File: config.mk
export PLATFORM = sky130hd
export DESIGN_NAME = sml_lookup
export DESIGN_NICKNAME = d
export VERILOG_FILES = /design/src/rtl/core/sml_pkg.sv /design/src/rtl/core/sml_lookup.sv
export SDC_FILE = /design/constraint.sdc
export NUM_CORES = 1
export LEC_CHECK = 0
export BUFFER_PORTS_ARGS = -buffer_cell sky130_fd_sc_hd__buf_2
export CORE_AREA = 2 2 144 146
export CTS_BUF_LIST = sky130_fd_sc_hd__clkbuf_16
export DETAILED_ROUTE_END_ITERATION = 10
export DIE_AREA = 0 0 146 148
export MAX_ROUTING_LAYER = met4
export PLACE_DENSITY = 0.69
export SYNTH_ARGS = -nofsm -noshare
export SYNTH_HDL_FRONTEND = slang
export SYNTH_SLANG_ARGS = --single-unit
export TNS_END_PERCENT = 10
File: constraint.sdc
create_clock -name i_clk -period 11.97 [get_ports i_clk]
set_input_delay 0.5985 -clock i_clk [delete_from_list [all_inputs] [get_ports i_clk]]
set_output_delay 0.5985 -clock i_clk [all_outputs]
set_load 0.005 [all_outputs]
File: src/rtl/core/sml_pkg.sv
package sml_pkg;

    // defaults for the top-level parameters
    localparam int unsigned DEF_TABLE_DEPTH = 1024;
    localparam int unsigned DEF_NAME_LEN    = 32;

    // longest name stream one lookup returns
    localparam int unsigned MAX_RESULTS = 32;

    // width of the reported entry index
    localparam int unsigned IDX_W = 10;

    localparam logic [7:0] CHAR_NL = 8'h0A;
    localparam logic [7:0] CHAR_SP = 8'h20;

    // one input transaction
    typedef struct packed {
        logic        func;
        logic [7:0]  map_byte;
        logic [31:0] query_address;
    } t_in;

    // one result transaction
    typedef struct packed {
        logic             found;
        logic [IDX_W-1:0] entry_index;
        logic [31:0]      symbol_address;
        logic [7:0]       symbol_type;
        logic [7:0]       name_char;
        logic             char_valid;
        logic             last;
    } t_out;

    // write strobes from the line parser to the table
    typedef struct packed {
        logic entry_we;
        logic name_we;
    } t_wr_ctl;

    typedef enum logic [1:0] {
        PH_ADDR,
        PH_TYPE,
        PH_SEP,
        PH_NAME
    } t_phase;

    typedef enum logic [2:0] {
        LK_IDLE,
        LK_RD,
        LK_CMP,
        LK_INFO,
        LK_LEN,
        LK_NRD,
        LK_EMIT,
        LK_MISS
    } t_lk_state;

endpackage

File: src/rtl/core/sml_lookup.sv
module sml_lookup #(
    parameter int unsigned TABLE_DEPTH = 1024,
    parameter int unsigned NAME_LEN    = 32,
    parameter int unsigned EW          = $clog2(TABLE_DEPTH),
    parameter int unsigned CW          = $clog2(TABLE_DEPTH + 1),
    parameter int unsigned LW          = $clog2(NAME_LEN + 1),
    parameter int unsigned NPW         = (NAME_LEN > 1) ? $clog2(NAME_LEN) : 1
) (
    input  logic              i_clk,
    input  logic              i_rst_n,
    input  logic              i_start,
    input  logic [31:0]       i_query,
    input  logic [CW-1:0]     i_count,
    output logic [EW-1:0]     o_addr_ridx,
    input  logic [31:0]       i_addr_rdata,
    output logic [EW-1:0]     o_info_ridx,
    input  logic [7:0]        i_type_rdata,
    input  logic [LW-1:0]     i_len_rdata,
    output logic [EW+NPW-1:0] o_name_ridx,
    input  logic [7:0]        i_name_rdata,
    output logic              o_busy,
    output logic              o_out_valid,
    input  logic              i_out_stall,
    output sml_pkg::t_out     o_out_data
);
    import sml_pkg::*;

    localparam int unsigned STREAM_MAX = (NAME_LEN < MAX_RESULTS) ? NAME_LEN : MAX_RESULTS;

    t_lk_state     r_state, n_state;
    logic [31:0]   r_q;
    logic [CW-1:0] r_j;
    logic          r_prev_le;
    logic [31:0]   r_prev_addr;
    logic [EW-1:0] r_hit;
    logic [7:0]    r_type;
    logic [LW-1:0] r_len;
    logic [LW-1:0] r_k;
    logic          r_out_vld;
    t_out          r_out, n_out;

    logic          le;
    logic          hit;
    logic          scan_done;
    logic          slot_free;
    logic          last_now;
    logic          out_load;
    logic [CW-1:0] j_prev;
    logic [LW-1:0] eff_len;
    logic [31:0]   hit_wide;

    // shared compare: stored start address against the query
    assign le        = (i_addr_rdata <= r_q);
    assign hit       = (r_j != '0) && r_prev_le && !le;
    assign scan_done = (r_j == i_count);
    assign slot_free = !r_out_vld || !i_out_stall;
    assign last_now  = (r_len == '0) || ((r_k + LW'(1)) == r_len);
    assign j_prev    = r_j - CW'(1);
    assign eff_len   = (i_len_rdata > LW'(STREAM_MAX)) ? LW'(STREAM_MAX) : i_len_rdata;
    assign hit_wide  = 32'(r_hit);

    // next state
    always_comb begin
        n_state = r_state;
        unique case (r_state)
            LK_IDLE: if (i_start) n_state = LK_RD;
            LK_RD:   n_state = scan_done ? LK_MISS : LK_CMP;
            LK_CMP:  n_state = hit ? LK_INFO : LK_RD;
            LK_INFO: n_state = LK_LEN;
            LK_LEN:  n_state = LK_NRD;
            LK_NRD:  n_state = LK_EMIT;
            LK_EMIT: begin
                if (slot_free) begin
                    n_state = last_now ? LK_IDLE : LK_NRD;
                end
            end
            LK_MISS: if (slot_free) n_state = LK_IDLE;
            default: n_state = LK_IDLE;
        endcase
    end

    // outputs of the sequencer
    always_comb begin
        out_load = 1'b0;
        n_out    = '0;
        unique case (r_state)
            LK_EMIT: begin
                out_load             = slot_free;
                n_out.found          = 1'b1;
                n_out.entry_index    = hit_wide[IDX_W-1:0];
                n_out.symbol_address = r_prev_addr;
                n_out.symbol_type    = r_type;
                n_out.last           = last_now;
                if (r_len != '0) begin
                    n_out.name_char  = i_name_rdata;
                    n_out.char_valid = 1'b1;
                end
            end
            LK_MISS: begin
                out_load   = slot_free;
                n_out.last = 1'b1;
            end
            default: ;
        endcase
    end

    assign o_addr_ridx = r_j[EW-1:0];
    assign o_info_ridx = r_hit;
    assign o_name_ridx = {r_hit, r_k[NPW-1:0]};
    assign o_busy      = (r_state != LK_IDLE);
    assign o_out_valid = r_out_vld;
    assign o_out_data  = r_out;

    always_ff @(posedge i_clk) begin
        if (!i_rst_n) begin
            r_state   <= LK_IDLE;
            r_out_vld <= 1'b0;
        end else begin
            r_state <= n_state;
            if (out_load) begin
                r_out_vld <= 1'b1;
            end else if (r_out_vld && !i_out_stall) begin
                r_out_vld <= 1'b0;
            end
        end
    end

    always_ff @(posedge i_clk) begin
        if (r_state == LK_IDLE && i_start) begin
            r_q       <= i_query;
            r_j       <= '0;
            r_prev_le <= 1'b0;
        end
        if (r_state == LK_CMP) begin
            if (hit) begin
                r_hit <= j_prev[EW-1:0];
            end else begin
                r_prev_le   <= le;
                r_prev_addr <= i_addr_rdata;
                r_j         <= r_j + CW'(1);
            end
        end
        if (r_state == LK_LEN) begin
            r_type <= i_type_rdata;
            r_len  <= eff_len;
            r_k    <= '0;
        end
        if (r_state == LK_EMIT && slot_free && !last_now) begin
            r_k <= r_k + LW'(1);
        end
        if (out_load) begin
            r_out <= n_out;
        end
    end

`ifndef SYNTHESIS
    a_miss_clean: assert property (@(posedge i_clk) disable iff (!i_rst_n)
        (r_out_vld && !r_out.found) |->
            (r_out.last && !r_out.char_valid && r_out.entry_index == '0))
        else $error("miss result carries entry data");

    a_k_in_range: assert property (@(posedge i_clk) disable iff (!i_rst_n)
        ((r_state == LK_EMIT) && (r_len != '0)) |-> (r_k < r_len))
        else $error("name byte counter past stream length");

    a_scan_bound: assert property (@(posedge i_clk) disable iff (!i_rst_n)
        (r_state == LK_CMP) |-> (r_j < i_count))
        else $error("scan compare beyond committed entries");
`endif

endmodule

==> After elaboration in Yosys (flattened, before gate mapping) <==
Cells that the tools add are included.
{ "classes": {"addsub": 3, "multipliers": 0, "n_div": 0, "n_lt_le_gt_ge": 2, "n_eq_ne": 12, "shifts": 0, "muxes": 21, "bitwise_logic": 1, "reduce_logical": 24} }
{ "op_table": {"columns": ["op", "n"], "rows": [
  ["$mux 60", 1],
  ["$mux 11", 3],
  ["$le 32x32->1", 1],
  ["$pmux 3 s8", 1],
  ["$mux 3", 5],
  ["$eq 3x3->1 const B", 4],
  ["$mux 6", 2],
  ["$add 11x1->11 const B", 1],
  ["$eq 11x11->1", 1],
  ["$reduce_bool 11->1", 1],
  ["$sub 10x1->10 const B", 1],
  ["$mux 9", 1],
  ["$add 6x1->6 const B", 1],
  ["$eq 3x2->1 const B", 2],
  ["$eq 6x6->1", 1],
  ["$gt 6x6->1 const B", 1],
  ["$logic_and 1x1->1", 6],
  ["$logic_not 6->1", 1],
  ["$mux 1", 6],
  ["$ne 2x2->1 const B", 3],
  ["$reduce_and 2->1", 3],
  ["$reduce_bool 6->1", 1],
  ["$logic_not 1->1", 4],
  ["$reduce_bool 2->1", 2],
  ["9 further kinds", 10]
]} }
{ "totals": {"register_bits": 171, "latchBits": 0, "ram_bits": 0, "rom_bits": 0, "out_inout_bits": 98, "n_memories": 0} }

==> Depth between registers and ports, before layout <==
{ "depth": {"ltp_word": 6, "ltp_mapped": 10, "mapped_depth_nobuf": 10} }

==> Least setup slack after synthesis <==
No wires, ideal clock.
{ "synth_timing": {"path_type": "reg-to-reg", "from": "register r_state[1]", "to": "register r_out (netlist bit o_out_data[0]) (enable)", "setup_ns": 0.502, "arrival_time_ns": 3.724, "t_required_ns": 11.468, "setup_slack_ns": 7.744, "stages_incl_launch_ff": 4, "path_buffers": 1, "synth_period_minus_slack_ns": 4.226, "path_cell_list": "dfxtp_1 -> clkbuf_1 -> nand2_1 -> a21oi_1"} }
{ "synth_between": {"elab_chain_cells": 3, "elab_cells_between_ends": 4} }
{ "synth_lines": {"columns": ["item", "line_no", "text"], "rows": [
  ["start: declaration", "sml_lookup.sv:30", "t_lk_state r_state, n_state;"],
  ["start signal: assignment", "sml_lookup.sv:119", "r_state <= n_state;"],
  ["$eq 3x3->1", "sml_lookup.sv:86", "unique case (r_state)"],
  ["$reduce_or 2->1 (no line) *", null, null],
  ["$mux 1 *", "sml_lookup.sv:86", null],
  ["net out_load", "sml_lookup.sv:47", "logic out_load;"],
  ["end signal: assignment", "sml_lookup.sv:152", "r_out <= n_out;"],
  ["end: declaration", "sml_lookup.sv:40", "t_out r_out, n_out;"]
]} }
Mark *: on every way through the listed nets, which the timed path passes. The rest lies on a longest branch.
A chain may end at the register's enable or synchronous reset.

==> Worst setup path after layout <==
{ "layout_timing": {"from": "register r_q[31]", "to": "register r_hit[6] (netlist: o_info_ridx[6]) (enable)"} }
{ "layout_between": {"elab_chain_cells": 4} }
{ "layout_lines": {"columns": ["item", "line_no", "text"], "rows": [
  ["start: declaration", "sml_lookup.sv:31", "logic [31:0] r_q;"],
  ["start signal: assignment", "sml_lookup.sv:130", "r_q <= i_query;"],
  ["$le 32x32->1", "sml_lookup.sv:53", "assign le = (i_addr_rdata <= r_q);"],
  ["$logic_not 1->1", "sml_lookup.sv:54", "assign hit = (r_j != '0) && r_prev_le && !le;"],
  ["$logic_and 1x1->1", "sml_lookup.sv:54", null],
  ["$reduce_and 2->1 (no line)", null, null],
  ["end signal: assignment", "sml_lookup.sv:136", "r_hit <= j_prev[EW-1:0];"],
  ["end: declaration", "sml_lookup.sv:35", "logic [EW-1:0] r_hit;"]
]} }
No other way between the ends.

==> results <==
- The async set-reset flop share out of synthesis is 0%.
- After synthesis, the largest area contributor takes up 62.2% of total cell area.
- The endpoint type of the worst setup path is a flop.
- Summing all multi-input logic gate instances after layout gives 2110 um2.
- TritonCTS built the clock tree.
- The pre-antenna-repair detailed-routing pass consisted of 4 iterations.
- The post-detailed-route count of antenna-violating nets is 0.
- For this run, the number of Yosys warnings is 0.
- Summed over all layers, the global routing overflow is 0.
- The sequential standard cell area is 4970 um2.
- The most critical setup path has its startpoint at r_q[31].
- The cell area after synthesis is 7490 um2.
- The post-cts repair resize count is 0.
- The number of antenna violations at the first check in global routing is 1.
- The post-route netlist has 33.9% of its cells at a drive strength greater than 1.
- The total count of max-transition violations in the final report is 0.
- The startpoint identified for the worst hold timing path is i_query[5].
- The number of max-capacitance violations reported is 0.
- Setup repair after global routing left no endpoint under its margin.
- The library cell contributing the largest single delay on the critical path is sky130_fd_sc_hd__nor2_1.
- Global routing consumed, over all layers together, 14.7% of the routing resources.
- The post-CTS repair timing setup buffer count is 0.
- The number of I/O port buffers is 198.
- Synthesis produced a netlist with a net count of 683.
- The detailed router placed 4578 vias in this run.
- The element type at the critical path start is a flop.
- The wire length of the first global-routing pass is 23600 um.
- Along the worst hold path, the cell count comes to 1.
- The total die area is 21600 um2.
- The number of hold-slack violations in the final timing report is 0.
- The count of flip-flops with a built-in enable after synthesis is 155.
- The capturing instance or port of the critical path is o_info_ridx[6].
- The worst reg2reg path endpoint is o_info_ridx[6].
- The internal reg-to-reg setup slack is 8980 ps.
- After detailed placement, the design holds a cell count of 975.
- The smallest clock period supported by the final layout is computed as 2990 ps.
- After legalization and detailed placement, the total HPWL measured 11200 um.
- The critical path's largest stage delay is 670 ps.
- In the final routed layout, each cell accounts on average for 15.1 um.
- The number of buffers and inverters on the critical path is 2.
- Traced cell by cell, the critical path runs through inv_1 -> ha_1 -> nand4_1 -> nor4_4 -> inv_1 -> a31oi_2 -> o21ai_4 -> nor2_1.
- In this run the core area contains 52 standard-cell rows.
- The analysis attributes to cell leakage a power of 0.00397 uW.
- The number of cell instances on the worst register-to-register path is 8.
- Entering global routing, the biggest net connects 54 pins.
- The power per standard cell area is 158 nW/um2.
- The cell accounting for the most synthesized area is sky130_fd_sc_hd__edfxtp_1.
- The placed standard-cell area is 8590 um2.
- The longest clock path from root to sink contains 2 buffers.
- The run finished with clean final reports.
- The final-layout fill cell count is 1802.
- The number of clock buffers added by TritonCTS is 17.
- The number of register bits inferred by synthesis is 171.
- After detailed routing, the total wire length is 15200 um.
- During I/O placement, the number of pins put on the boundary was 199.
- The effective utilization at floorplan is 37.4%.
- The cell type with the highest occurrence count on the critical path is sky130_fd_sc_hd__inv_1.
- The critical path runs through a total of 8 cells.
- Measured against its own limit, the worst slew margin works out to 21.4%.
- The via-per-instance ratio is 4.55.
- After synthesis, the most frequently instantiated cells are sky130_fd_sc_hd__edfxtp_1, sky130_fd_sc_hd__and2_1, sky130_fd_sc_hd__inv_1.
- The launch instance of the worst register-to-register path is r_q[31].
- Synthesis handed over a netlist of 547 instances.
- The critical path is of the flop to flop type.
- For this block, the initial DRC count from the detailed router was 203.
- The maximum vdd ir drop is 0.0950 mV.
- The required arrival time at the worst endpoint is 12010 ps.
- The post-route cell area is 9210 um2.
- The worst hold path belongs to the class primary input to flop.
- The sum of negative setup slack is 0 ps.
- The clock latency reported for the late side of the worst-skew pair is 420 ps.
- The net count of the finished layout is 860.
- The relative area change from synthesis to final layout is 23.0%.
- The post-CTS clock slew at the launch and capture registers of the worst setup and hold paths is 70 ps.
- Of all nets on the critical path, the largest fanout is 10.
- Setup violations remaining at the end of the flow were counted as 0.
- For this run, the number of standard cells in the final layout without fillers is 1006.
- In the post-synthesis netlist, the biggest area contributors are sky130_fd_sc_hd__edfxtp_1, sky130_fd_sc_hd__ha_1, sky130_fd_sc_hd__and2_1, sky130_fd_sc_hd__dfxtp_1, sky130_fd_sc_hd__buf_4.
- Based on the critical path, the design can be clocked at up to 0.335 GHz.
- The part of the cycle the worst path needs is 24.9%.
- The synthesized netlist contains 52 unique library cells.
- After detailed routing, the number of remaining DRC violations is 0.
- From left edge to right edge, the die measures 146 um.
- The standard cell core area is 20000 um2.
- Between clock sinks in the finished design, the worst skew comes to 7.45 ps.
- The hold buffer count at cts is 0.
- The arrival time reported for the critical path endpoint is 3030 ps.
- The register area share after synthesis is 66.4%.
- The tree is rooted in a sky130_fd_sc_hd__clkbuf_16.
- The number of global-route vias before repair is 4508.
- The die height is 148 um.
- The cell family contributing the most delay on the critical path is simple AND/OR/NAND/NOR gates.
- The per-instance average area after synthesis is 13.7 um2.
- The most common cell in the netlist is sky130_fd_sc_hd__edfxtp_1.
- The congestion estimate from routability-driven global placement came to 0.776.
- The CTS sink count is 171.
- At the pin with the least slew margin, the transition time is 1170 ps.
- The clock tree synthesis step divided the H-tree into 4 levels.
- The most used flip-flop cell after synthesis is sky130_fd_sc_hd__edfxtp_1.
## worst min path at each step
stage                          end  slack (ps)
detailed placement  o_out_data[12]         500
global route               r_q[13]         330
finish                      r_q[5]         350
global placement    o_out_data[19]         500
CTS                        r_q[18]         330
floorplan           o_out_data[10]         500
## per-layer routing
metal	GRT usage, %	routed length, um	vias to the layer above
li1	-	-	2267
met1	18.3	6650	2138
met2	23.3	7300	152
met3	4.10	974	21
met4	5.19	263	0
met5	-	0	-
## kinds of logic after synthesis
logic type / after synthesis / synth area share (%)
flops: 171 / 66.4
simple gates: 166 / 12.3
mux: 5 / 0.735
fa+ha+maj: 35 / 5.85
compound gates: 55 / 5.36
buf+inv: 84 / 5.71
xor+xnor: 31 / 3.63
## layout make-up
type / instances / share of cell area, %
clock inverters: 13 / 2.17
well taps: 270 / 3.67
multi-input cells: 292 / 22.9
clock buffers: 17 / 4.62
flip-flops and latches: 171 / 54.0
repair buffers: 200 / 10.9
inverters: 42 / 1.71
diodes: 1 / 0.0272
## state kept, by name, summed over array words and instances, names as in the netlist
signal / count
o_out_valid: 1
r_j: 11
r_prev_le: 1
o_info_ridx: 10
r_type: 8
r_k: 6
r_len: 6
r_prev_addr: 32
r_q: 32
o_out_data: 61
r_state: 3
## layout by cell type (no fill, tap or decap), types with 5 or more instances in the layout
master                      netlist  layout
sky130_fd_sc_hd__buf_2            3     198
sky130_fd_sc_hd__edfxtp_1       155     155
sky130_fd_sc_hd__and2_1          62      62
sky130_fd_sc_hd__inv_1           41      42
sky130_fd_sc_hd__ha_1            35      35
sky130_fd_sc_hd__nand2_1         28      28
sky130_fd_sc_hd__xnor2_1         21      21
sky130_fd_sc_hd__nand3_1         18      18
sky130_fd_sc_hd__a21oi_1         18      17
sky130_fd_sc_hd__clkbuf_16        0      17
sky130_fd_sc_hd__dfxtp_1         16      16
sky130_fd_sc_hd__nor2_1          15      14
sky130_fd_sc_hd__nor3_1          13      12
sky130_fd_sc_hd__nand4_1         10      10
sky130_fd_sc_hd__o21ai_0         10      10
sky130_fd_sc_hd__xor2_1          10      10
sky130_fd_sc_hd__nor2b_1          6       6
sky130_fd_sc_hd__bufinv_16        0       5
## where the power goes
part / switching [uW] / internal (uW)
Combinational: 93.8 / 64.8
Clock: 221 / 367
Sequential: 18.8 / 694
Total: 334 / 1130
## per-stage QoR
step,total power [uW],hold WS (ps),utilization (%),setup slack (ps)
after floorplan,831,497,-,7740
after global placement,881,499,42.8,8640
after detailed placement,887,503,42.8,8570
after CTS,1480,330,46.0,8920
after global routing,1520,328,46.0,8710
final,1460,351,46.0,8980
Note: power is estimated with default switching activity, not from simulation.
