===== src/rtl/core/sml_pkg.sv =====
package sml_pkg;

    // defaults for the top-level parameters
    localparam int unsigned DEF_TABLE_DEPTH = 1024;
    localparam int unsigned DEF_NAME_LEN    = 32;

    // longest name stream one lookup returns
    localparam int unsigned MAX_RESULTS = 32;

    // width of the reported entry index
    localparam int unsigned IDX_W = 10;

    localparam logic [7:0] CHAR_NL = 8'h0A;
    localparam logic [7:0] CHAR_SP = 8'h20;

    // one input transaction
    typedef struct packed {
        logic        func;
        logic [7:0]  map_byte;
        logic [31:0] query_address;
    } t_in;

    // one result transaction
    typedef struct packed {
        logic             found;
        logic [IDX_W-1:0] entry_index;
        logic [31:0]      symbol_address;
        logic [7:0]       symbol_type;
        logic [7:0]       name_char;
        logic             char_valid;
        logic             last;
    } t_out;

    // write strobes from the line parser to the table
    typedef struct packed {
        logic entry_we;
        logic name_we;
    } t_wr_ctl;

    typedef enum logic [1:0] {
        PH_ADDR,
        PH_TYPE,
        PH_SEP,
        PH_NAME
    } t_phase;

    typedef enum logic [2:0] {
        LK_IDLE,
        LK_RD,
        LK_CMP,
        LK_INFO,
        LK_LEN,
        LK_NRD,
        LK_EMIT,
        LK_MISS
    } t_lk_state;

endpackage


===== src/rtl/core/sml_parse.sv =====
module sml_parse #(
    parameter int unsigned TABLE_DEPTH = 1024,
    parameter int unsigned NAME_LEN    = 32,
    parameter int unsigned EW          = $clog2(TABLE_DEPTH),
    parameter int unsigned CW          = $clog2(TABLE_DEPTH + 1),
    parameter int unsigned LW          = $clog2(NAME_LEN + 1),
    parameter int unsigned NPW         = (NAME_LEN > 1) ? $clog2(NAME_LEN) : 1
) (
    input  logic             i_clk,
    input  logic             i_rst_n,
    input  logic             i_load,
    input  logic [7:0]       i_byte,
    output sml_pkg::t_wr_ctl o_wr,
    output logic [EW-1:0]    o_wr_idx,
    output logic [31:0]      o_wr_addr,
    output logic [7:0]       o_wr_type,
    output logic [LW-1:0]    o_wr_len,
    output logic [EW+NPW-1:0] o_name_idx,
    output logic [7:0]       o_name_byte,
    output logic [CW-1:0]    o_count
);
    import sml_pkg::*;

    t_phase        r_phase, n_phase;
    logic [31:0]   r_acc, n_acc;
    logic [7:0]    r_type, n_type;
    logic [LW-1:0] r_pos, n_pos;
    logic [CW-1:0] r_count, n_count;
    logic          room;
    logic          commit;

    function automatic logic [3:0] hex_value(input logic [7:0] b);
        logic [3:0] v;
        v = 4'd0;
        if (b >= 8'h30 && b <= 8'h39) begin
            v = 4'(b - 8'h30);
        end else if (b >= 8'h61 && b <= 8'h66) begin
            v = 4'(b - 8'h57);
        end else if (b >= 8'h41 && b <= 8'h46) begin
            v = 4'(b - 8'h37);
        end
        return v;
    endfunction

    assign room = (r_count < CW'(TABLE_DEPTH));

    // line phase
    always_comb begin
        n_phase = r_phase;
        if (i_load) begin
            unique case (r_phase)
                PH_ADDR: begin
                    if (i_byte == CHAR_SP) begin
                        n_phase = PH_TYPE;
                    end
                end
                PH_TYPE: n_phase = PH_SEP;
                PH_SEP:  n_phase = PH_NAME;
                PH_NAME: begin
                    if (i_byte == CHAR_NL) begin
                        n_phase = PH_ADDR;
                    end
                end
                default: n_phase = PH_ADDR;
            endcase
        end
    end

    // line fields and table writes
    always_comb begin
        n_acc   = r_acc;
        n_type  = r_type;
        n_pos   = r_pos;
        n_count = r_count;
        commit  = 1'b0;
        o_wr    = '0;
        if (i_load) begin
            unique case (r_phase)
                PH_ADDR: begin
                    if (i_byte == CHAR_NL) begin
                        commit = 1'b1;
                    end else if (i_byte != CHAR_SP) begin
                        n_acc = {r_acc[27:0], hex_value(i_byte)};
                    end
                end
                PH_TYPE: n_type = i_byte;
                PH_SEP:  ;
                PH_NAME: begin
                    if (i_byte == CHAR_NL) begin
                        commit = 1'b1;
                    end else if (r_pos < LW'(NAME_LEN)) begin
                        n_pos        = r_pos + LW'(1);
                        o_wr.name_we = room;
                    end
                end
                default: ;
            endcase
        end
        if (commit) begin
            o_wr.entry_we = room;
            if (room) begin
                n_count = r_count + CW'(1);
            end
            n_acc  = '0;
            n_type = '0;
            n_pos  = '0;
        end
    end

    assign o_wr_idx    = r_count[EW-1:0];
    assign o_wr_addr   = r_acc;
    assign o_wr_type   = r_type;
    assign o_wr_len    = r_pos;
    assign o_name_idx  = {r_count[EW-1:0], r_pos[NPW-1:0]};
    assign o_name_byte = i_byte;
    assign o_count     = r_count;

    always_ff @(posedge i_clk) begin
        if (!i_rst_n) begin
            r_phase <= PH_ADDR;
            r_acc   <= '0;
            r_type  <= '0;
            r_pos   <= '0;
            r_count <= '0;
        end else begin
            r_phase <= n_phase;
            r_acc   <= n_acc;
            r_type  <= n_type;
            r_pos   <= n_pos;
            r_count <= n_count;
        end
    end

`ifndef SYNTHESIS
    a_count_bound: assert property (@(posedge i_clk) disable iff (!i_rst_n)
        r_count <= CW'(TABLE_DEPTH))
        else $error("entry count beyond table depth");

    a_pos_only_in_name: assert property (@(posedge i_clk) disable iff (!i_rst_n)
        (r_phase != PH_NAME) |-> (r_pos == '0))
        else $error("name position set outside name phase");
`endif

endmodule


===== config.mk =====
export PLATFORM = sky130hd
export DESIGN_NAME = sml_parse
export DESIGN_NICKNAME = d
export VERILOG_FILES = /design/src/rtl/core/sml_pkg.sv /design/src/rtl/core/sml_parse.sv
export SDC_FILE = /design/constraint.sdc
export NUM_CORES = 1
export LEC_CHECK = 0
export BUFFER_PORTS_ARGS = -buffer_cell sky130_fd_sc_hd__buf_2
export CAP_MARGIN = 10
export CORE_ASPECT_RATIO = 0.75
export CORE_UTILIZATION = 35
export DETAILED_ROUTE_END_ITERATION = 7
export GPL_TIMING_DRIVEN = 0
export PLACE_DENSITY = 0.68
export SLEW_MARGIN = 20
export SYNTH_ARGS = -nofsm -noshare
export SYNTH_HDL_FRONTEND = slang
export SYNTH_SLANG_ARGS = --single-unit

===== constraint.sdc =====
create_clock -name i_clk -period 2 [get_ports i_clk]
set_clock_uncertainty 0.1 [all_clocks]
set_input_delay 0.4 -clock i_clk [delete_from_list [all_inputs] [get_ports i_clk]]
set_output_delay 0.4 -clock i_clk [all_outputs]
set_load 0.02 [all_outputs]

Yosys cells after proc, flatten, opt, wreduce, memory -nomap -nowiden
Index checks and enable logic that the tools add are counted.
Widths: inputs -> output; s select.
{"block": "op_classes", "add_sub_neg": 5, "order_cmp": 8, "n_eq_ne": 8, "n_mux": 14, "bitwise_logic": 2, "reduce_logical": 11}
{"operator": "$ge 8x7->1 const B", "n": 2}
{"operator": "$le 8x7->1 const B", "n": 2}
{"operator": "$mux 4", "n": 3}
{"operator": "$add 11x1->11 const B", "n": 1}
{"operator": "$lt 11x11->1 const B", "n": 1}
{"operator": "$eq 8x4->1 const B", "n": 1}
{"operator": "$eq 8x6->1 const B", "n": 1}
{"operator": "$ge 8x6->1 const B", "n": 1}
{"operator": "$le 8x6->1 const B", "n": 1}
{"operator": "$mux 1", "n": 8}
{"operator": "$ne 8x6->1 const B", "n": 1}
{"operator": "$pmux 2 s4", "n": 1}
{"operator": "$reduce_and 4->1", "n": 2}
{"operator": "$sub 4x3->4 const B", "n": 2}
{"operator": "$add 6x1->6 const B", "n": 1}
{"operator": "$lt 6x6->1 const B", "n": 1}
{"operator": "$eq 2x2->1 const B", "n": 2}
{"operator": "$mux 2", "n": 2}
{"operator": "$ne 2x2->1 const B", "n": 2}
{"operator": "$reduce_and 2->1", "n": 2}
{"operator": "$reduce_or 2->1", "n": 2}
{"operator": "$sub 4x1->4 const B", "n": 1}
{"operator": "$logic_and 1x1->1", "n": 3}
{"operator": "$reduce_and 3->1", "n": 1}
{"operator": "3 further kinds", "n": 4}
{"block": "totals", "regBits": 59, "in_bits": 11, "out_inout_bits": 92, "wordCells": 53}

Depth between registers and ports, before layout
Gate-level depths: netlist of the first run.
{"block": "logic_depth", "depth_word": 5, "depth_mapped": 8, "mapped_depth_nobuf": 6}

Least setup slack after synthesis of the first run
Ideal clock, no wire load.
{"block": "synth_timing", "kind": "input port to output port", "start": "in i_byte[0]", "end": "out o_wr[0] (netlist bit)", "arrival_time_ns": 1.631, "t_required_ns": 1.500, "setup_slack_ns": -0.131, "stages": 6, "n_path_buf": 1, "path_cell_list": "inv_1 > ha_1 > and4bb_2 > buf_4 > a21oi_1 > nor2b_1"}
{"item": "start, declared", "line_no": "sml_parse.sv:12", "text": "input logic [7:0] i_byte,"}
{"item": "end, declared", "line_no": "sml_parse.sv:13", "text": "output sml_pkg::t_wr_ctl o_wr,"}

==> summary.txt, run 1 <==
Drt
  • First-pass DRT Iterations: 6
  • Drt drc: 0
  • Routed WL: ~8500 µm
  • Vias per cell: 5.087
  • Detail Route Antenna Nets: 0
  • Starting DRC count in detailed routing: 198
  • Via count: between 3k and 4k
  • Drt wl/cell: around 14 µm

Floorplanning
  • Core footprint: 8454 µm²
  • IO Count: just over 100
  • DIE AREA: roughly 9100 µm²
  • Initial Util: 36.14%
  • Die W: 109.9 µm
  • Std-Cell Rows: 29
  • Die height: around 83 µm

Timing
  • Final Cycle Share: 98.55%
  • Period minus WS final: between 1.5 and 2 ns
  • Hold Fails Final Rpt: 0
  • Fin Hold WS: about 0.25 ns
  • Slew @ Worst Pin: about 0.44 ns
  • RSZ-0062 raised after global routing: yes
  • Final setup fails: 0
  • Slew Limit Fails: 0
  • Relative slew slack: 70.81%
  • Max Clock Freq: between 500 and 600 MHz

Clocking
  • CTS Buf Count: 9
  • Post-CTS Hold Buffers: 0
  • H-tree depth: 3
  • CTS clk-pin slew, worst paths: roughly 0.05 ns
  • CTS root buf: clkbuf_16
  • Worst-Skew Late Latency: around 0.33 ns
  • CTS Buffer Depth: 2
  • CTS tree: built
  • Sink Count: just under 60

Setup path
  • Startpoint Class: register
  • R2r setup slk: roughly 0.11 ns
  • CP peak stage delay: approximately 0.37 ns
  • CP cell instances: inv_4 -> ha_4 -> nor3b_4 -> nand3_2 -> inv_2 -> buf_6
  • Slowest-stage cell, CP: dfxtp_4
  • Crit path kind: reg -> out
  • Critical path peak fanout: 4
  • Worst path required time: about 1.5 ns
  • CP arrival: approximately 1.5 ns
  • Nature of the critical path endpoint: output port

Global routing
  • Largest net degree at the start of global routing: 13
  • First-pass GRT wire length: roughly 13000 µm
  • Initial antenna violation count: 0
  • Grt total ovfl: 0
  • GRT Overall Usage: 18.70%
  • Number of global-route vias before repair: around 2.8k

Layout
  • Synth-to-layout area growth: 39.72%
  • # diodes: 0
  • Fill count: 791
  • Commonest cells after routing, fill and taps aside: buf_2 (103), buf_4 (60), dfxtp_1 (57), a21oi_1 (43), nand3_1 (40)
  • Most common cell after layout, fill and taps aside: buf_2
  • Share of layout cells above drive strength 1: a little over two fifths
  • Flip-flop and latch area: about 1200 µm²
  • Area of the multi-input gates: 1520 µm²
  • Fin cells: around 600
  • Fin nets: just over 500

Yosys
  • Syn Inst Count: around 350
  • EDFF count, synth: 0
  • Synth top area cells: dfxtp_1 (39%), buf_4 (9.8%), a21oi_1 (7.2%), nand3_1 (6.7%), o21ai_0 (5.4%)
  • Synth async-reset ratio: 0%
  • Seq/Total Area, Yosys: about 39%
  • Netlist cell types: 48
  • Syn nets: approximately 380
  • Avg Synthesized Cell Area: slightly below 9 µm²
  • Top FF cell, synth: dfxtp_1
  • Register bit total from synthesis: between 50 and 60
  • Post-synth top area cell: dfxtp_1
  • Number of synthesis warnings: 0
  • Top-area cell type share of the netlist area: between 30% and 40%
  • Post-synthesis instance area: ~3100 µm²

Pwr
  • LEAKAGE: 1.952 nW
  • VDD IR max: 0.3887 mV
  • Total power: approximately 3.1 mW
  • Power Dens Cells: 725.1 nW/µm²

Run
  • Max_cap viols: 0

Placed design
  • Port Buffer Count: 101
  • Post-DP HPWL: 5846 µm
  • Placed insts: 562
  • Placer congestion estimate: about 0.78

Worst hold path
  • Worst hold path type: in -> reg

Run status
  • Status: finished clean
-- sequential cells by signal, indices dropped and copies added, names as in the netlist --
signal	flops
o_count	11
o_wr_addr	32
o_wr_type	8
o_wr_len	6
r_phase	2
-- critical path: cells and delay by family, from the launching register on --
kind | cells | cell delay, ns
fa+ha+maj | 1 | 0.25
simple gates | 2 | 0.31
flops | 1 | 0.37
buf+inv | 3 | 0.21
-- stage by stage --
stage | setup TNS, ns | utilization [%] | instance area, µm² | setup slack (ns)
floorplan | 0 | - | 3067 | 0.07971
global placement | -7.090 | 43.85 | 3707 | -0.3059
detailed placement | -8.913 | 43.85 | 3707 | -0.3132
CTS | -0.03649 | 49.49 | 4184 | -0.03428
global route | -0.04286 | 50.50 | 4269 | -0.02381
finish | 0 | 50.50 | 4269 | 0.02905
-- worst paths after layout --
| kind | startpoint | endpoint | cells past startpoint |
|---|---|---|---|
| worst max-delay path | r_phase[0] | o_wr[1] | 6 |
| worst min-delay path | i_byte[0] | o_wr_type[0] | 3 |
| worst max register to register | r_phase[0] | o_count[6] | 6 |
| worst min register to register | o_wr_type[4] | o_wr_type[4] | 2 |
-- power by group --
part	switching, mW	internal (mW)
Sequential	0.00755	1.18
Clock	0.593	1.10
Combinational	0.135	0.0818
-- per-layer routing --
metal	up-vias	wire [µm]	GRT usage (%)
met5	-	0	0
met2	100	3706	27.22
met4	0	132	6.667
li1	1493	-	-
met1	1432	4098	25.86
met3	12	542	5.651
-- kinds of logic after synthesis --
logic type	share of synthesized area, %
muxes	1.310
xor gates and xnor gates	2.007
AOI/OAI and AO/OA	20.97
adders and majority gates	4.504
DFF	38.66
and+or+nand+nor	18.92
buffers and inverters	13.64
-- repair_timing --
| item | in CTS | in global routing |
|---|---|---|
| gates cloned | 0 | 0 |
| hold endpoints to repair | 0 | 0 |
| gates resized for setup | 16 | 12 |
| endpoints found under the setup margin | 27 | 52 |
| setup buffers | 14 | 7 |
| pin swaps | 4 | 5 |
-- Yosys cell counts, drive strengths merged, types with 4 or more instances --
library cell   n
a21boi         6
a211oi         6
dfxtp         59
ha            11
mux2i          4
nand4          5
nand3         42
and2           4
inv           10
o21ai         38
xnor2          7
nand2         18
clkbuf         6
buf           49
nor2           9
a21oi         45
or3            9
-- final cells by class --
class | count | share of cell area (%)
timing repair buffer | 121 | 16.00
multi-input combinational | 229 | 35.61
clock inverter | 7 | 2.345
buffer | 54 | 8.822
sequential | 59 | 27.84
clock buffer | 9 | 5.276
tap | 108 | 3.165
inverter | 10 | 0.9379
Note: power is estimated with default switching activity, not from simulation.
==> inputs of run 2 (changes only) <==
--- a/config.mk
+++ b/config.mk
@@ -8,10 +8,10 @@
 export BUFFER_PORTS_ARGS = -buffer_cell sky130_fd_sc_hd__buf_2
 export CAP_MARGIN = 10
 export CORE_ASPECT_RATIO = 0.75
-export CORE_UTILIZATION = 35
+export CORE_UTILIZATION = 46
 export DETAILED_ROUTE_END_ITERATION = 7
 export GPL_TIMING_DRIVEN = 0
-export PLACE_DENSITY = 0.68
+export PLACE_DENSITY = 0.84
 export SLEW_MARGIN = 20
 export SYNTH_ARGS = -nofsm -noshare
 export SYNTH_HDL_FRONTEND = slang
==> run 2 against run 1 <==
The run now ends with negative setup slack left. Sequential power barely moved. Via count rose by 2.2%. Wire length is 0.91% higher. Sequential share of layout area grew 1.1 points. Utilization increased by 14 points. Clock-buffer cell count did not move. Hold slack gained 0.015 ns. Highest routed layer unchanged. Critical endpoint is now o_wr_addr[1]. Final cell count down 5.4%. Final area fell by 3.8%. Largest power group is now sequential cells. Register-to-register slack got worse by 0.06 ns. Setup slack got worse by 0.080 ns.
==> summary.txt, run 2 (synthesized netlist as in run 1, its figures left out) <==
Setup path
  • Startpoint Class: input port
  • CP arrival: roughly 2.2 ns
  • Worst path required time: roughly 2.1 ns
  • Crit path kind: in -> reg
  • Critical path peak fanout: 10
  • Worst R2R Path Depth: 7
  • Nature of the critical path endpoint: register

Drt
  • Starting DRC count in detailed routing: slightly below 300
  • Via count: between 3k and 4k
  • Detail Route Antenna Nets: 0
  • Drt drc: 0
  • Routed WL: 8556 µm
  • Vias per cell: ~5.5
  • First-pass DRT Iterations: 7
  • Drt wl/cell: 15.14 µm

Timing
  • Max Clock Freq: 487.6 MHz
  • Hold Fails Final Rpt: 0
  • Relative slew slack: 70.80%
  • Final setup fails: 2
  • Slew @ Worst Pin: around 0.44 ns
  • Slew Limit Fails: 0
  • Final setup margin: -0.05076 ns
  • Setup tns final: -0.08864 ns
  • Fin Hold WS: around 0.26 ns
  • RSZ-0062 raised after global routing: yes
  • Final Cycle Share: 102.5%
  • Period minus WS final: between 2 and 2.5 ns

Layout
  • Commonest cells after routing, fill and taps aside: buf_2 (103), dfxtp_1 (57), buf_4 (54), a21oi_1 (43), nand3_1 (40)
  • Largest register FFs: 32
  • # diodes: 0
  • Fill count: ~530
  • Fin nets: about 500
  • Fin cells: 565
  • Flip-flop and latch area: approximately 1200 µm²
  • Synth-to-layout area growth: 34.40%
  • Most common cell after layout, fill and taps aside: buf_2
  • Area of the multi-input gates: between 1500 and 2000 µm²
  • Share of layout cells above drive strength 1: between 40 and 50%

Pwr
  • VDD IR max: a little over 0.4 mV
  • Power Dens Cells: 610.1 nW/µm²
  • LEAKAGE: between 1.5 and 2 nW

Clocking
  • Worst-Skew Late Latency: around 0.34 ns
  • CTS Buf Count: 9
  • CTS Buffer Depth: 2
  • CTS clk-pin slew, worst paths: ~0.07 ns
  • CTS tree: built
  • Sink Count: just under 60
  • H-tree depth: 3
  • CTS root buf: clkbuf_8
  • Post-CTS Hold Buffers: 0

Global routing
  • Number of global-route vias before repair: between 2k and 3k
  • Largest net degree at the start of global routing: 13
  • First-pass GRT wire length: about 12000 µm
  • GRT Overall Usage: 23.35%
  • Grt total ovfl: 0
  • Initial antenna violation count: 0

Worst hold path
  • Worst hold path type: in -> reg
  • Hold Crit Depth: 3

Floorplanning
  • DIE AREA: ~7000 µm²
  • Die W: around 96 µm
  • Std-Cell Rows: 25
  • IO Count: between 100 and 150
  • Initial Util: ~48%
  • Core footprint: 6350 µm²
  • Die height: ~73 µm

Run status
  • Status: complete, but fails checks
  • Failing checks: negative setup slack

Run
  • Max_cap viols: 0

Placed design
  • Pre-CTS setup slack: -0.3487 ns
  • Post-DP HPWL: between 5000 and 6000 µm
  • Placer congestion estimate: about 0.79
  • Port Buffer Count: ~100
  • Placed insts: ~540
[run 2: cell types whose count changed in the layout (fill, tap and decap cells not counted), sizes merged]
| cell | change |
|---|---|
| inv | +1 |
| clkinv | -2 |
| clkinvlp | +2 |
| buf | -5 |
| bufinv | -1 |
[run 2: timing repair]
action / CTS / global route
resized for setup: 16 / 14
setup endpoints to repair: 48 / 8
pin swaps: 3 / 4
buffers inserted: 7 / 8
[run 2: final cells by class]
cell class,count,area share [%]
inverters,10,0.9750
repair buffers,116,15.72
clock inverters,7,1.859
clock buffers,9,3.016
well taps,81,2.468
plain buffers,54,9.202
multi-input cells,229,37.81
flip-flops and latches,59,28.95
[run 2: path summary, 6_finish.rpt]
check                     from            to  slack (ns)
hold / removal       i_byte[2]  o_wr_type[2]        0.26
setup reg to reg    r_phase[1]  o_wr_type[4]        0.05
setup / recovery     i_byte[0]  o_wr_addr[1]       -0.05
hold reg to reg   o_wr_type[0]  o_wr_type[0]        0.36
[run 2: worst max-delay path: stages]
cell	delay, ns
buf_4	0.15
inv_2	0.07
ha_2	0.18
nand4bb_1	0.25
o21ai_1	0.32
clkbuf_1	0.38
nor2_2	0.12
a211oi_1	0.30
[run 2: routing by layer]
metal | wire [µm] | global-route usage, %
met2 | 4046 | 37.43
met5 | 0 | 0
met4 | 119 | 8.126
met3 | 643 | 6.250
met1 | 3747 | 30.36
[run 2: stage by stage]
step           power (mW)  area [µm²]  util [%]
2_1_floorplan       1.337        3067         -
3_3_place_gp        1.400        3674     57.85
3_5_place_dp        1.405        3674     57.85
4_1_cts             2.489        3975     62.60
5_1_grt             2.571        4106     64.67
6_report            2.506        4106     64.67
[run 2: report_power, final]
group,leakage (nW),internal [mW],switching [mW]
combinational,1.29,0.0782,0.138
sequential,0.477,1.18,0.00725
clock,0.0962,0.583,0.520
total,1.87,1.84,0.665
==> inputs of run 3 (changes only) <==
--- a/config.mk
+++ b/config.mk
@@ -12,6 +12,7 @@
 export DETAILED_ROUTE_END_ITERATION = 7
 export GPL_TIMING_DRIVEN = 0
 export PLACE_DENSITY = 0.84
+export REMOVE_ABC_BUFFERS = 1
 export SLEW_MARGIN = 20
 export SYNTH_ARGS = -nofsm -noshare
 export SYNTH_HDL_FRONTEND = slang
==> run 3 against run 2 <==
The run still ends with negative setup slack left. Non-clock buffer count down 44. Combinational power down 12%. Sequential power about the same. Critical path depth down 1. Fmax up 0.76%. Clock power up 11%. Sequential share of layout area up 2.0 points. Global-route usage down 2.0 points. Utilization down 4.5 points. Largest cell class unchanged.
==> summary.txt, run 3 (synthesized netlist as in run 1, its figures left out) <==
Setup path
  • CP arrival: approximately 1.5 ns
  • Critical R2R Launch: r_phase[0]
  • Critical path peak fanout: 8
  • Worst R2R Path Depth: 8
  • Nature of the critical path endpoint: output port
  • CP endpoint: o_wr[0]
  • R2r setup slk: ~0.02 ns
  • Worst path required time: approximately 1.5 ns
  • Worst R2R End: o_wr_addr[2]
  • Startpoint Class: input port
  • Crit path kind: in -> out
  • Crit path from: i_byte[0]

Pwr
  • Flop pwr share: between 40 and 50%
  • Sw Share: about a quarter
  • Combinational power share: about 7.3%
  • VDD IR max: 0.4389 mV
  • Clk pwr share: around 47%
  • Power Dens Cells: 680.9 nW/µm²
  • Pint: 1.953 mW
  • NetSw: 0.6485 mW
  • LEAKAGE: between 1.5 and 2 nW

Floorplanning
  • Die W: 96.11 µm
  • IO Count: approximately 100
  • DIE AREA: 6976 µm²
  • Std-Cell Rows: 25
  • Die height: 72.58 µm
  • Core footprint: ~6300 µm²
  • Initial Util: 48.12%

Global routing
  • Initial antenna violation count: 0
  • Largest net degree at the start of global routing: 33
  • Grt total ovfl: 0
  • First-pass GRT wire length: ~12000 µm
  • Number of global-route vias before repair: around 2.5k
  • GRT Overall Usage: between 20% and 30%

Timing
  • Fin Hold WS: roughly 0.27 ns
  • Final Cycle Share: 101.8%
  • Final setup fails: 2
  • Period minus WS final: slightly above 2 ns
  • Slew Limit Fails: 0
  • RSZ-0062 raised after global routing: yes
  • Relative slew slack: between 40 and 50%
  • Final setup margin: -0.03532 ns
  • Slew @ Worst Pin: slightly above 0.8 ns
  • Max Clock Freq: approximately 490 MHz
  • Hold Fails Final Rpt: 0

Run status
  • Failing checks: negative setup slack
  • Status: complete, but fails checks

Drt
  • Detail Route Antenna Nets: 0
  • Drt drc: 0
  • Drt wl/cell: 14.10 µm
  • Routed WL: around 7300 µm
  • Vias per cell: between 5 and 6
  • Via count: roughly 2.8k
  • First-pass DRT Iterations: 4
  • Starting DRC count in detailed routing: 104

Clocking
  • CTS Buffer Depth: 2
  • CTS tree: built
  • H-tree depth: 3
  • CTS Buf Count: 9
  • CTS clk-pin slew, worst paths: around 0.070 ns
  • Sink Count: 59
  • Post-CTS Hold Buffers: 0
  • Worst-Skew Late Latency: between 0.3 and 0.4 ns
  • CTS root buf: clkbuf_8

Worst hold path
  • Worst hold path type: in -> reg
  • Hold path start: i_byte[5]
  • Hold Crit Depth: 3

Placed design
  • Port Buffer Count: 102
  • Pre-CTS setup slack: -0.6711 ns
  • Placer congestion estimate: approximately 0.76
  • Post-DP HPWL: ~4800 µm

Layout
  • Fin nets: 457
  • # diodes: 0
  • Layout Utilization: between 60% and 70%
  • Synth-to-layout area growth: 25.06%
  • Most common cell after layout, fill and taps aside: buf_2
  • Share of layout cells above drive strength 1: approximately two fifths
  • Largest register FFs: 32
  • Commonest cells after routing, fill and taps aside: buf_2 (99), dfxtp_1 (57), a21oi_1 (41), nand3_1 (40), o21ai_0 (33)

Run
  • Max_cap viols: 0
-- run 3: how the worst min path moves through the flow --
stage                     slack [ns]            to
after floorplan                 0.37    r_phase[1]
after global placement          0.34  o_wr_type[2]
after detailed placement        0.35  o_wr_type[6]
after CTS                       0.26  o_wr_type[5]
after global routing            0.26  o_wr_type[5]
final                           0.27  o_wr_type[5]
-- run 3: through the flow --
stage                      TNS, ns  area, µm²  power, mW  cells
after floorplan             -57.44       2676      1.291    298
after global placement     -111.74       3288      1.371    481
after detailed placement    -20.78       3363      1.389    486
after CTS                 -0.05127       3780      2.610    518
after global routing       -0.6617       3821      2.696    521
final                     -0.06172       3821      2.602    521
-- run 3: power groups by stage --
stage / Combinational (mW) / Sequential [mW] / Clock (mW)
final: 0.190 / 1.19 / 1.22
after global routing: 0.205 / 1.19 / 1.30
after CTS: 0.184 / 1.19 / 1.24
after detailed placement: 0.174 / 1.21 / 0
after global placement: 0.157 / 1.21 / 0
after floorplan: 0.0678 / 1.22 / 0
-- run 3: layout make-up --
| cell class | count | area [µm²] |
|---|---|---|
| clock buffer | 9 | 123.9 |
| clock inverter | 7 | 100.1 |
| fill | 548 | 2529 |
| inverter | 10 | 37.54 |
| multi-input combinational | 229 | 1550 |
| sequential | 59 | 1184 |
| tap | 81 | 101.3 |
| timing repair buffer | 126 | 724.4 |
-- run 3: layer usage --
metal | wire length, µm | GRT usage (%) | vias up
met2 | 3727 | 37.19 | 106
met3 | 432 | 5.313 | 4
met1 | 3148 | 25.29 | 1319
li1 | - | - | 1386
met5 | 0 | 0 | -
met4 | 38 | 8.292 | 0
-- run 3: critical path: stages --
cell	delay, ns
buf_4	0.15
inv_2	0.07
ha_2	0.19
and4bb_4	0.34
a21oi_4	0.08
nor2b_4	0.14
buf_4	0.16
-- run 3: repair_timing --
| action | 4_1_cts | 5_1_grt |
|---|---|---|
| setup endpoints to repair | 46 | 13 |
| setup buffers | 16 | 3 |
| pin swaps | 7 | 2 |
| gates cloned | 0 | 0 |
| resized for setup | 22 | 7 |
